### src/tfn_pkg.sv
// Shared constants for the triangle face normal unit
package tfn_pkg;

  localparam int DEF_COORD_WIDTH = 18;
  localparam int DEF_INDEX_WIDTH = 16;
  // magnitudes are scaled so the largest has this many bits
  localparam int NORM_BITS       = 30;
  // quotient bits of the normal magnitude (0..16384)
  localparam int QUO_W           = 15;
  localparam int Q_ONE           = 16384;
  localparam int NORMAL_W        = 16;
  localparam int FIFO_DEPTH      = 4;

endpackage

### src/tfn_front.sv
// Front end: triangle mode register, drop filter and item queue
module tfn_front import tfn_pkg::*; #(
  parameter int COORD_WIDTH = DEF_COORD_WIDTH,
  parameter int INDEX_WIDTH = DEF_INDEX_WIDTH,
  localparam int ItemW = 3 * INDEX_WIDTH + 9 * COORD_WIDTH
) (
  input  logic             clk_i,
  input  logic             rst_ni,
  input  logic             mode_we_i,
  input  logic             mode_i,
  input  logic             in_valid_i,
  output logic             in_ready_o,
  input  logic [ItemW-1:0] in_item_i,
  input  logic             pop_i,
  output logic             item_valid_o,
  output logic [ItemW-1:0] item_o
);

  localparam int PtrW = $clog2(FIFO_DEPTH);

  logic             mode_q;
  logic [ItemW-1:0] mem_q [FIFO_DEPTH];
  logic [PtrW-1:0]  wptr_q, rptr_q;
  logic [PtrW:0]    cnt_q, cnt_d;
  logic             push, pop;

  // mode register
  always_ff @(posedge clk_i or negedge rst_ni) begin
    if (!rst_ni) begin
      mode_q <= 1'b1;
    end else if (mode_we_i) begin
      mode_q <= mode_i;
    end
  end

  assign in_ready_o   = (cnt_q != (PtrW+1)'(FIFO_DEPTH));
  assign item_valid_o = (cnt_q != '0);
  assign push         = in_valid_i && in_ready_o && mode_q;
  assign pop          = pop_i && item_valid_o;
  assign item_o       = mem_q[rptr_q];

  // queue storage
  always_ff @(posedge clk_i) begin
    if (push) begin
      mem_q[wptr_q] <= in_item_i;
    end
  end

  always_comb begin
    cnt_d = cnt_q;
    if (push && !pop) begin
      cnt_d = cnt_q + 1'b1;
    end else if (pop && !push) begin
      cnt_d = cnt_q - 1'b1;
    end
  end

  // queue pointers
  always_ff @(posedge clk_i or negedge rst_ni) begin
    if (!rst_ni) begin
      wptr_q <= '0;
      rptr_q <= '0;
      cnt_q  <= '0;
    end else begin
      if (push) begin
        wptr_q <= wptr_q + 1'b1;
      end
      if (pop) begin
        rptr_q <= rptr_q + 1'b1;
      end
      cnt_q <= cnt_d;
    end
  end

endmodule

### config.mk
export PLATFORM = sky130hd
export DESIGN_NAME = tfn_front
export DESIGN_NICKNAME = d
export VERILOG_FILES = /design/src/tfn_pkg.sv /design/src/tfn_front.sv
export SDC_FILE = /design/constraint.sdc
export NUM_CORES = 1
export LEC_CHECK = 0
export BUFFER_PORTS_ARGS = -buffer_cell sky130_fd_sc_hd__buf_2
export CELL_PAD_IN_SITES_DETAIL_PLACEMENT = 0
export CELL_PAD_IN_SITES_GLOBAL_PLACEMENT = 2
export CORE_MARGIN = 10
export CORE_UTILIZATION = 45
export CTS_BUF_LIST = sky130_fd_sc_hd__clkbuf_16
export DETAILED_ROUTE_END_ITERATION = 16
export PLACE_DENSITY_LB_ADDON = 0.1
export SLEW_MARGIN = 30
export SYNTH_ARGS = -nofsm -noshare
export SYNTH_HDL_FRONTEND = slang
export SYNTH_SLANG_ARGS = --single-unit
export TNS_END_PERCENT = 20
### constraint.sdc
create_clock -name clk_i -period 8.2 [get_ports clk_i]
set_clock_uncertainty 0.2 [all_clocks]
set_input_delay 1.64 -clock clk_i [delete_from_list [all_inputs] [get_ports clk_i]]
set_output_delay 1.64 -clock clk_i [all_outputs]
set_load 0.01 [all_outputs]
==> results of run 1 <==
-- path summary, 6_finish.rpt --
| kind | startpoint | endpoint | slack [ps] | depth (start not counted) |
|---|---|---|---|---|
| worst max-delay path | rptr_q[0] | item_o[80] | 3160 | 5 |
| worst min-delay path | cnt_q[2] | cnt_q[2] | 330 | 1 |
| worst max register to register | mode_q | mem_q[3][103] | 4790 | 4 |
| worst min register to register | cnt_q[2] | cnt_q[2] | 330 | 1 |
| max in group asynchronous | rst_ni | mode_q | 6900 | 1 |
| min in group asynchronous | rst_ni | wptr_q[0] | 660 | 1 |
-- worst max-delay path, cell delays in order (launching register included) --
cell and delay, ps:
sky130_fd_sc_hd__dfrtp_4 770, sky130_fd_sc_hd__buf_12 260, sky130_fd_sc_hd__buf_16 370, sky130_fd_sc_hd__buf_16 340, sky130_fd_sc_hd__mux4_2 550, sky130_fd_sc_hd__buf_2 170
-- final cells by class --
cell class                      instances  area (sq um)
Multi-Input combinational cell        237          4970
Tap cell                              873          1090
Antenna cell                            2          5.00
Sequential cell                       848         25400
Inverter                                3          11.3
Timing Repair Buffer                  445          2430
Clock buffer                           88          2200
Fill cell                            5241         30900
Clock inverter                         70           435
-- logic make-up after synthesis --
group           count (synthesis)  share of synthesized area [%]
compound gates                  1                         0.0163
flops                         848                           82.7
xor+xnor                        6                          0.171
buf+inv                        50                           1.22
simple gates                   11                          0.179
fa+ha+maj                       6                          0.268
mux                           213                           15.5
-- routing by layer --
metal  vias up  part of all wire, %
met5         -                 0.42
li1       5934                    -
met1      7205                   38
met3       123                  8.5
met2       346                   51
met4        40                  1.8
-- layout by cell type (no fill, tap or decap), types with 3 or more instances in the layout --
cell type / synthesis / routed
sky130_fd_sc_hd__edfxtp_1: 840 / 840
sky130_fd_sc_hd__ha_1: 5 / 5
sky130_fd_sc_hd__buf_2: 21 / 427
sky130_fd_sc_hd__mux2_2: 3 / 3
sky130_fd_sc_hd__inv_1: 3 / 27
sky130_fd_sc_hd__xnor2_1: 4 / 4
sky130_fd_sc_hd__clkbuf_16: 0 / 88
sky130_fd_sc_hd__mux4_2: 210 / 210
sky130_fd_sc_hd__clkinv_1: 0 / 22
sky130_fd_sc_hd__buf_12: 0 / 8
sky130_fd_sc_hd__dfrtp_1: 7 / 5
sky130_fd_sc_hd__buf_16: 0 / 3
sky130_fd_sc_hd__inv_6: 0 / 3
sky130_fd_sc_hd__nand2_1: 3 / 3
sky130_fd_sc_hd__buf_4: 1 / 7
sky130_fd_sc_hd__clkinv_2: 0 / 13
sky130_fd_sc_hd__bufinv_16: 0 / 3
sky130_fd_sc_hd__and2_4: 0 / 4
-- power groups by stage --
| stage | combinational [uW] | clock [uW] | sequential (uW) |
|---|---|---|---|
| 2_1_floorplan | 2230 | 0 | 5540 |
| 3_3_place_gp | 3490 | 0 | 5530 |
| 3_5_place_dp | 3520 | 0 | 5550 |
| 4_1_cts | 3530 | 3710 | 5470 |
| 5_1_grt | 3680 | 3890 | 5500 |
| 6_report | 3390 | 3600 | 5450 |
-- registers in the layout, summed over array words and instances (netlist names) --
register	cells
mode_q	1
wptr_q	2
rptr_q	2
cnt_q	3
mem_q	840
-- metrics by stage --
stage               total power (uW)  cell area, sq um  utilization, %  setup WS, ps
global placement                9020             33800            50.1          3450
floorplan                       7780             30800               -           560
global route                   13100             36600            54.2          2860
CTS                            12700             36500            54.1          2990
detailed placement              9070             33900            50.2          3550
finish                         12400             36600            54.2          3160
==> qor.csv, run 1 <==
stage,metric,value,unit
floorplanning,die_x,281,microns
clocking,cts-root-to-sink-buffers,3,
synth,post_synthesis_average_cell_area,27.1,sq um
timing,timing.final.hold_violations,0,
critical_path,worstPathRequired,6360,ps
timing,final.setup.tns,0,ps
timing,period_minus_slack,5040,ps
clocking,ctsHtreeMaxLevel,3,
drt,drt_drc_violations_left,0,
power_and_ir_drop,power_switching,3580,uW
synth,synth_top_area_cell,sky130_fd_sc_hd__edfxtp_1,
floorplanning,placement_rows,95,
clocking,cts-hold-fix-buffers,0,
critical_path,critPathArrivalTime,3200,ps
synth,mappedNetlistArea,0.0308,sq mm
critical_path,worstSetupStartpointType,flop,
timing,final_max_slew_viol_count,0,
power_and_ir_drop,share_seq_of_total_power,43.8,%
power_and_ir_drop,netSwitchingFraction,28.8,%
clocking,cts.sinks,848,
place,gp_congestion,0.723,
global_route,gr-usage-met2,27.6,%
timing,grt_setup_unrepaired,no,
global_route,vias_in_the_first_global_route,14600,
synth,yosysTopAreaCellShare,82.0,%
clocking,clkLatencyLatePin,620,ps
timing,achievable-frequency,199,MHz
status,run_status,"complete, no violations",
critical_path,critPathMaxFanout,54,
synth,mappedNetlistNets,1357,
timing,maxSlewHeadroom,37.9,%
timing,max_slew.worst_pin.slew,931,ps
global_route,antenna_found_initial,27,
global_route,grt-ovfl-total,0,
synth,synth.yosys.warnings,0,
global_route,groute.layer.met1.usage,19.7,%
global_route,track_usage,16.6,%
synth,synth_flop_cell,sky130_fd_sc_hd__edfxtp_1,
power_and_ir_drop,power.ir.vdd_worst,193,uV
clocking,post_cts_buffers,0,
cells_and_area,final_nets,1845,
synth,edff_count_synth,840,
drt,drt_first_pass_iters,5,
clocking,tritoncts,done,
critical_path,critical_path_class,flop to primary output,
global_route,largest_net_degree_at_the_start_of_global_routing,128,
power_and_ir_drop,power.density,340,mW/mm^2
clocking,clockRootBuffer,sky130_fd_sc_hd__clkbuf_16,
drt,antenna_left,0,
floorplanning,core,0.0675,sq mm
timing,setup_viol_count_final,0,
power_and_ir_drop,power.clock.fraction,29.0,%
power_and_ir_drop,internal_power,8870,uW
cells_and_area,drive_gt1_share,45.9,%
synth,synth_common_cells,"sky130_fd_sc_hd__edfxtp_1, sky130_fd_sc_hd__mux4_2, sky130_fd_sc_hd__buf_2, sky130_fd_sc_hd__buf_6, sky130_fd_sc_hd__dfrtp_1",
synth,post_synth_inst_count,1135,
clocking,total_cts_buffers,88,
drt,postRouteWirelength,66000,microns
clocking,cts.repair.resized,0,
power_and_ir_drop,total_leakage_power,0.0124,uW
clocking,clk_pin_slew_worst_paths,60,ps
synth,synth_seq_cells,848,
timing,worst_hold_slack,333,ps
min_path,kind_of_path_behind_the_tightest_hold_check,flop to flop,
drt,vias_per_cell,5.32,
place,placedCellCount,2405,
drt,drt_iter0_drc,846,
cells_and_area,area_delta_synth_final,18.9,%
synth,most_instantiated_library_cell_after_synthesis,sky130_fd_sc_hd__edfxtp_1,
global_route,global_route_wire_length_before_repair,96500,microns
critical_path,end_kind,primary output,
power_and_ir_drop,power_frac_comb,27.2,%
global_route,grt_use_met3,6.71,%
flow_run,cap_violations,0,
timing,timing.final.crit_share,61.4,%
floorplanning,die_height,281,microns
synth,synth_area_leaders,"sky130_fd_sc_hd__edfxtp_1, sky130_fd_sc_hd__mux4_2, sky130_fd_sc_hd__buf_6",
floorplanning,top_level_ports,428,
place,buffer_ports.inserted,427,
global_route,globalRoute.busiestLayer,met2,
floorplanning,start_util,45.6,%
drt,wl_per_cell,25.7,microns
synth,postSynth.asyncResetShare,0.943,%
synth,synth.distinct_cells,21,
synth,synth_sequential_area_ratio,82.7,%
cells_and_area,finish.cell_count_without_fillers,2566,
drt,dr_vias,13600,
floorplanning,die_area,0.0792,sq mm
place,place.detailed.hpwl,40600,microns
Power figures use the tool's default switching activity.
==> inputs of run 2 (changes only) <==
- ABC_AREA: not set -> 1
- CORE_UTILIZATION: 45 -> 36
- clock period: 8.2 -> 4.6 ns (I/O delays scaled with it)
==> run 2 against run 1 <==
Design area grew 9.9%; register-to-register slack got worse by 2700 ps; synthesized area grew 9.3%; critical path type unchanged; critical endpoint is now item_o[150].
==> qor.csv, run 2 <==
stage,metric,value,unit,change
global_route,global_route_wire_length_before_repair,127000,microns,"was 96,500 microns"
min_path,timing.hold.worst.start,in_item_i[87],,was cnt_q[2]
cells_and_area,area_delta_synth_final,19.6,%,was 18.9%
cells_and_area,most-common-layout-cells,"sky130_fd_sc_hd__edfxtp_1, sky130_fd_sc_hd__nand2_1, sky130_fd_sc_hd__inv_1",,"was sky130_fd_sc_hd__edfxtp_1, sky130_fd_sc_hd__buf_2, sky130_fd_sc_hd__mux4_2"
critical_path,critPathArrivalTime,2770,ps,was 3200 ps
drt,dr_vias,20000,,"was 13,600"
critical_path,ff2ff_setup_slack,2070,ps,was 4790 ps
clocking,clk_pin_slew_worst_paths,60,ps,about the same
synth,post_synth_inst_count,2514,,"was 1,135"
clocking,total_cts_buffers,92,,was 88
floorplanning,start_util,36.1,%,was 45.6%
synth,synth_flop_cell,sky130_fd_sc_hd__edfxtp_1,,unchanged
drt,drt_first_pass_iters,5,,unchanged
min_path,kind_of_path_behind_the_tightest_hold_check,input port to flop,,was flop to flop
timing,final_max_slew_viol_count,0,,unchanged
cells_and_area,final_nets,3167,,"was 1,845"
synth,post_synthesis_average_cell_area,13.4,sq um,was 27.1 sq um
cells_and_area,leading_cell_type_in_the_layout_fill_and_taps_excluded,sky130_fd_sc_hd__edfxtp_1,,unchanged
cells_and_area,largest_register_ffs,840,,unchanged
global_route,vias_in_the_first_global_route,19900,,"was 14,600"
global_route,grt_use_met3,4.96,%,was 6.71%
global_route,grt-ovfl-total,0,,unchanged
clocking,tritoncts,done,,unchanged
global_route,largest_net_degree_at_the_start_of_global_routing,111,,was 128
synth,synth.yosys.warnings,0,,unchanged
timing,period_minus_slack,3890,ps,
cells_and_area,max_flop_register,mem_q,,unchanged
synth,postSynth.asyncResetShare,0.943,%,unchanged
drt,wl_per_cell,20.0,microns,was 25.7 microns
drt,postRouteWirelength,85600,microns,"was 66,000 microns"
synth,mappedNetlistArea,0.0336,sq mm,was 0.0308 sq mm
floorplanning,die_height,326,microns,was 281 microns
critical_path,worstPathRequired,3480,ps,was 6360 ps
global_route,antenna_found_initial,40,,was 27
timing,maxSlewHeadroom,50.2,%,was 37.9%
power_and_ir_drop,power,24400,uW,"was 12,400 uW"
clocking,ctsHtreeMaxLevel,3,,unchanged
timing,setup_viol_count_final,0,,unchanged
critical_path,reg2reg_from,cnt_q[0],,was mode_q
synth,synth_seq_cells,848,,unchanged
synth,synth_sequential_area_ratio,75.6,%,was 82.7%
flow_run,cap_violations,0,,unchanged
synth,synth.distinct_cells,19,,was 21
status,run_status,"complete, no violations",,unchanged
drt,vias_per_cell,4.66,,was 5.32
drt,antenna_left,0,,unchanged
place,gp_congestion,0.728,,was 0.723
critical_path,end_kind,primary output,,unchanged
critical_path,crit_start,rptr_q[1],,was rptr_q[0]
clocking,cts.sinks,848,,unchanged
drt,drt_iter0_drc,1134,,was 846
synth,synth_area_leaders,"sky130_fd_sc_hd__edfxtp_1, sky130_fd_sc_hd__o211ai_1, sky130_fd_sc_hd__nand2_1",,"was sky130_fd_sc_hd__edfxtp_1, sky130_fd_sc_hd__mux4_2, sky130_fd_sc_hd__buf_6"
global_route,groute.layer.met1.usage,19.2,%,was 19.7%
power_and_ir_drop,power.ir.vdd_worst,462,uV,was 193 uV
timing,grt_setup_unrepaired,no,,unchanged
cells_and_area,nFillCells,8681,,"was 5,241"
cells_and_area,drive_gt1_share,20.2,%,was 45.9%
cells_and_area,top_regs,"mem_q: 840 flops, cnt_q: 3 flops",,unchanged
cells_and_area,cell_area_after_layout,0.0402,sq mm,was 0.0366 sq mm
floorplanning,die_x,326,microns,was 281 microns
critical_path,critical_path_class,flop to primary output,,unchanged
clocking,cts-root-to-sink-buffers,3,,unchanged
synth,edff_count_synth,840,,unchanged
cells_and_area,multi_input_comb_area,0.00582,sq mm,was 0.00497 sq mm
floorplanning,die_area,0.106,sq mm,was 0.0792 sq mm
floorplanning,core,0.0930,sq mm,was 0.0675 sq mm
synth,mappedNetlistNets,2736,,"was 1,357"
timing,timing.final.crit_share,84.7,%,
global_route,track_usage,15.8,%,was 16.6%
floorplanning,placement_rows,112,,was 95
timing,max_slew.worst_pin.slew,747,ps,was 931 ps
timing,achievable-frequency,257,MHz,
place,postPlaceCellArea,0.0373,sq mm,was 0.0339 sq mm
timing,timing.final.hold_violations,0,,unchanged
place,buffer_ports.inserted,427,,unchanged
timing,worst_hold_slack,284,ps,was 333 ps
place,place.detailed.hpwl,53100,microns,"was 40,600 microns"
drt,drt_drc_violations_left,0,,unchanged
cells_and_area,layout.area.seq,0.0254,sq mm,about the same
power_and_ir_drop,total_leakage_power,0.0159,uW,was 0.0124 uW
critical_path,regToRegEndpoint,mem_q[3][60],,was mem_q[3][103]
clocking,cts.repair.resized,0,,unchanged
global_route,gr-usage-met2,26.7,%,was 27.6%
critical_path,timing.reg2reg.worst_path_depth,5,,was 4
synth,synth_top_area_cell,sky130_fd_sc_hd__edfxtp_1,,unchanged
synth,yosysTopAreaCellShare,75.0,%,was 82.0%
floorplanning,top_level_ports,428,,unchanged
power_and_ir_drop,power.density,606,mW/mm^2,was 340 mW/mm^2
critical_path,worstSetupStartpointType,flop,,unchanged
global_route,globalRoute.busiestLayer,met2,,unchanged
clocking,post_cts_buffers,0,,unchanged
synth,synth_common_cells,"sky130_fd_sc_hd__edfxtp_1, sky130_fd_sc_hd__nand2_1, sky130_fd_sc_hd__inv_1",,"was sky130_fd_sc_hd__edfxtp_1, sky130_fd_sc_hd__mux4_2, sky130_fd_sc_hd__buf_2, sky130_fd_sc_hd__buf_6, sky130_fd_sc_hd__dfrtp_1"
clocking,clkLatencyLatePin,640,ps,was 620 ps
clocking,clockRootBuffer,sky130_fd_sc_hd__clkbuf_16,,unchanged
critical_path,timing.critical_path.to,item_o[150],,was item_o[80]
synth,most_instantiated_library_cell_after_synthesis,sky130_fd_sc_hd__edfxtp_1,,unchanged
critical_path,critPathMaxFanout,56,,was 54
==> run 2: changes by cell type after synthesis, moves of 6 or more <==
| cell | before | now |
|---|---|---|
| sky130_fd_sc_hd__nand2_1 | 3 | 649 |
| sky130_fd_sc_hd__inv_1 | 3 | 435 |
| sky130_fd_sc_hd__o211ai_1 | 0 | 420 |
| sky130_fd_sc_hd__mux4_2 | 210 | 0 |
| sky130_fd_sc_hd__buf_2 | 21 | 70 |
| sky130_fd_sc_hd__clkbuf_1 | 2 | 42 |
| sky130_fd_sc_hd__nand3_1 | 1 | 7 |
==> run 2: worst min path at each step <==
stage          cells past startpoint  slack [ps]           end
5_1_grt                            1         240   mem_q[1][8]
3_5_place_dp                       2         300      cnt_q[2]
4_1_cts                            1         220  mem_q[3][87]
6_report                           1         280  mem_q[3][87]
2_1_floorplan                      2         260      cnt_q[2]
3_3_place_gp                       2         280      cnt_q[2]
==> run 2: cell families after synthesis <==
group	count (synthesis)	share of synthesized area, %
AO/OA/AOI/OAI	421	9.39
XOR/XNOR	1	0.0261
adder cells (fa/ha/maj)	6	0.246
buffers and inverters	576	7.26
flip-flops	848	75.6
multiplexers	1	0.0335
AND/OR/NAND/NOR	661	7.41
==> run 2: area by class of cell <==
cell class | count | share of cell area, %
inverter | 436 | 4.11
multi-input combinational | 1090 | 14.5
tap | 1254 | 3.90
antenna | 11 | 0.0685
timing repair buffer | 477 | 7.14
sequential | 848 | 63.2
clock inverter | 78 | 1.28
clock buffer | 93 | 5.79
==> run 2: power breakdown <==
part | switching [uW] | internal, uW | total (uW)
sequential | 239 | 9370 | 9600
combinational | 5350 | 2500 | 7850
clock | 2920 | 3990 | 6910
==> run 2: what timing repair did <==
item | CTS | global route
setup endpoints to repair | 0 | 0
endpoints found under the hold margin | 7 | 0
hold buffers | 1 | 0
==> run 2: worst max-delay path, stage by stage, from the launching register on <==
cell and delay (ps):
sky130_fd_sc_hd__dfrtp_4 720, sky130_fd_sc_hd__inv_6 540, sky130_fd_sc_hd__buf_12 370, sky130_fd_sc_hd__o211ai_1 160, sky130_fd_sc_hd__nand2_1 150, sky130_fd_sc_hd__buf_2 160
==> run 2: through the flow <==
step           TNS, ps  util (%)  instances  worst slack [ps]
4_1_cts              0      43.2       4276               564
6_report             0      43.2       4287               705
3_5_place_dp         0      40.1       4104              1280
5_1_grt              0      43.2       4281               496
3_3_place_gp         0      40.1       4103              1250
2_1_floorplan  -224930         -       2514              -282
==> run 2: layer usage <==
| metal | up-vias | routed length [microns] |
|---|---|---|
| li1 | 9711 | - |
| met1 | 9624 | 35800 |
| met2 | 458 | 41900 |
| met3 | 136 | 5800 |
| met4 | 32 | 1880 |
| met5 | - | 241 |
==> inputs of run 3 (changes only) <==
- ABC_AREA: 1 -> 0
- CORE_UTILIZATION: 36 -> 45
- clock period: 4.6 -> 4.1 ns (I/O delays scaled with it)
==> run 3 against run 2 <==
Setup slack worse by 210 ps; register-to-register slack got worse by 730 ps; total power rose by 4.7%; via count is 30% lower; count of clock-buffer cells in the layout is 3 lower; final cell count shrank 39%; design area down 7.8%; largest cell class unchanged; sequential cell count unchanged; die area fell by 25%; wire length is 21% lower.
==> qor.csv, run 3 (synthesized netlist as in run 1, its figures left out) <==
stage,metric,value,unit,change
critical_path,critPathMaxFanout,23,,was 56
critical_path,crit_path_top_delay_cell,sky130_fd_sc_hd__dfrtp_4,,unchanged
flow_run,cap_violations,0,,unchanged
drt,route.met2.wl,34700,microns,"was 41,900 microns"
clocking,cts.sinks,848,,unchanged
place,postPlaceCellArea,0.0343,sq mm,was 0.0373 sq mm
place,buffer_ports.inserted,427,,unchanged
drt,drt_iter0_drc,1011,,"was 1,134"
status,run_status,"complete, no violations",,unchanged
drt,dr_vias,13900,,"was 20,000"
critical_path,cp_slowest_stage_delay,760,ps,was 720 ps
cells_and_area,cell_area_after_layout,0.0371,sq mm,was 0.0402 sq mm
power_and_ir_drop,netSwitchingFraction,28.7,%,was 34.9%
floorplanning,die_height,281,microns,was 326 microns
floorplanning,placement_rows,95,,was 112
global_route,global_route_wire_length_before_repair,99300,microns,"was 127,000 microns"
timing,period_minus_slack,3610,ps,
timing,grt_setup_unrepaired,no,,unchanged
clocking,tritoncts,done,,unchanged
cells_and_area,top_regs,"mem_q: 840 flops, cnt_q: 3 flops",,unchanged
cells_and_area,max_flop_register,mem_q,,unchanged
place,place_ws,913,ps,was 1280 ps
critical_path,critical_path_buf_inv_count,2,,was 3
critical_path,end_kind,primary output,,unchanged
clocking,ctsHtreeMaxLevel,3,,unchanged
min_path,timing.hold.worst.start,in_item_i[140],,was in_item_i[87]
critical_path,reg2reg_from,mode_q,,was cnt_q[0]
floorplanning,core,0.0675,sq mm,was 0.0930 sq mm
timing,achievable-frequency,277,MHz,
critical_path,critPathArrivalTime,2590,ps,was 2770 ps
power_and_ir_drop,power_frac_comb,27.3,%,was 32.2%
critical_path,worst_path_dominant_cell_family,flip-flops,,was buffers and inverters
drt,top_layer,met5,,unchanged
drt,vias_per_cell,5.36,,was 4.66
power_and_ir_drop,power_switching,7320,uW,was 8500 uW
timing,timing.final.crit_share,87.9,%,
global_route,vias_in_the_first_global_route,14800,,"was 19,900"
clocking,cts-root-to-sink-buffers,3,,unchanged
place,place.detailed.hpwl,44200,microns,"was 53,100 microns"
power_and_ir_drop,total_leakage_power,0.0126,uW,was 0.0159 uW
floorplanning,top_level_ports,428,,unchanged
timing,setup_ws,495,ps,was 705 ps
critical_path,timing.reg2reg.worst_path_depth,4,,was 5
clocking,clkLatencyLatePin,630,ps,was 640 ps
critical_path,ff2ff_setup_slack,1340,ps,was 2070 ps
critical_path,worstSetupStartpointType,flop,,unchanged
cells_and_area,area_delta_synth_final,20.5,%,was 19.6%
floorplanning,start_util,45.6,%,was 36.1%
floorplanning,die_x,281,microns,was 326 microns
timing,maxSlewHeadroom,54.9,%,was 50.2%
drt,drt_drc_violations_left,0,,unchanged
global_route,grt-ovfl-total,0,,unchanged
global_route,antenna_found_initial,21,,was 40
clocking,post_cts_buffers,0,,unchanged
power_and_ir_drop,power.clock.fraction,29.9,%,was 28.4%
drt,wl_met1,26600,microns,"was 35,800 microns"
global_route,largest_net_degree_at_the_start_of_global_routing,72,,was 111
power_and_ir_drop,power.density,688,mW/mm^2,was 606 mW/mm^2
critical_path,worstPathRequired,3080,ps,was 3480 ps
drt,antenna_left,0,,unchanged
timing,final_max_slew_viol_count,0,,unchanged
power_and_ir_drop,share_seq_of_total_power,42.7,%,was 39.4%
timing,setup_viol_count_final,0,,unchanged
clocking,cts-hold-fix-buffers,1,,unchanged
power_and_ir_drop,internal_power,18200,uW,"was 15,900 uW"
drt,routed-wl-met3,4990,microns,was 5800 microns
cells_and_area,leading_cell_type_in_the_layout_fill_and_taps_excluded,sky130_fd_sc_hd__edfxtp_1,,unchanged
drt,postRouteWirelength,67900,microns,"was 85,600 microns"
global_route,track_usage,17.1,%,was 15.8%
clocking,total_cts_buffers,88,,was 92
timing,final.setup.tns,0,ps,unchanged
cells_and_area,final_nets,1874,,"was 3,167"
cells_and_area,drive_gt1_share,47.0,%,was 20.2%
min_path,kind_of_path_behind_the_tightest_hold_check,input port to flop,,unchanged
drt,drt_first_pass_iters,5,,unchanged
critical_path,critical_path_class,flop to primary output,,unchanged
timing,timing.final.hold_violations,0,,unchanged
place,gp_congestion,0.722,,was 0.728
cells_and_area,layout.core_utilization,54.9,%,was 43.2%
clocking,clockRootBuffer,sky130_fd_sc_hd__clkbuf_16,,unchanged
clocking,cts.repair.resized,0,,unchanged
clocking,clk_pin_slew_worst_paths,60,ps,about the same
min_path,hold_path_sink,mem_q[0][140],,was mem_q[3][87]
cells_and_area,most-common-layout-cells,"sky130_fd_sc_hd__edfxtp_1, sky130_fd_sc_hd__buf_2, sky130_fd_sc_hd__mux4_2",,"was sky130_fd_sc_hd__edfxtp_1, sky130_fd_sc_hd__nand2_1, sky130_fd_sc_hd__inv_1"
power_and_ir_drop,power.ir.vdd_worst,458,uV,was 462 uV
cells_and_area,largest_register_ffs,840,,unchanged
drt,wl_per_cell,26.1,microns,was 20.0 microns
min_path,min_path_cells,1,,unchanged
timing,max_slew.worst_pin.slew,677,ps,was 747 ps
power_and_ir_drop,power,25500,uW,"was 24,400 uW"
floorplanning,die_area,0.0792,sq mm,was 0.106 sq mm
critical_path,crit_chain,buf_4 -> mux4_2 -> buf_2,,was inv_6 -> buf_12 -> o211ai_1 -> nand2_1 -> buf_2
critical_path,regToRegEndpoint,mem_q[3][73],,was mem_q[3][60]
-- run 3: cell types whose count changed in the layout (fill, tap and decap cells not counted), sizes merged, moves of 4 or more --
cell / before / now
and2: 0 / 4
clkinv: 49 / 39
diode: 11 / 4
inv: 458 / 24
mux4: 0 / 210
nand2: 649 / 3
nand3: 7 / 1
o211ai: 420 / 0
-- run 3: worst max-delay path by stage --
stage	endpoint	cells after the start	startpoint
finish	item_o[61]	3	rptr_q[0]
global route	item_o[139]	3	rptr_q[0]
CTS	item_o[124]	3	rptr_q[0]
detailed placement	mem_q[3][170]	5	in_valid_i
global placement	mem_q[3][146]	5	in_valid_i
floorplan	mem_q[0][0]	3	in_valid_i
-- run 3: worst register-to-register path: cells and delay by family, from the launching register on --
| kind | cells | cell delay, ps |
|---|---|---|
| buffers and inverters | 1 | 350 |
| AO/OA/AOI/OAI | 1 | 510 |
| flip-flops | 1 | 530 |
| AND/OR/NAND/NOR | 2 | 800 |
-- run 3: final cells by class --
type / count / area [sq um]
clock inverters: 71 / 542
inverters: 3 / 11.3
well taps: 873 / 1090
diodes: 4 / 10.0
clock buffers: 90 / 2250
repair buffers: 474 / 2770
multi-input cells: 237 / 4970
flip-flops and latches: 848 / 25400
fillers: 5187 / 30400
-- run 3: per-layer routing --
metal	track usage [%]	up-vias
met5	0	-
met4	5.05	20
met3	5.40	129
met2	28.5	397
met1	21.2	7388
li1	-	6003
-- run 3: power by group through the flow --
stage	clock (uW)	sequential (uW)	combinational [uW]
5_1_grt	8230	11000	7530
6_report	7640	10900	6970
2_1_floorplan	0	11000	4470
3_3_place_gp	0	11100	7250
3_5_place_dp	0	11100	7230
4_1_cts	7860	10900	7260
-- run 3: stage by stage --
stage,cells,hold slack (ps)
after floorplan,1135,275
after global placement,2434,316
after detailed placement,2434,307
after CTS,2596,149
after global routing,2599,161
final,2600,195
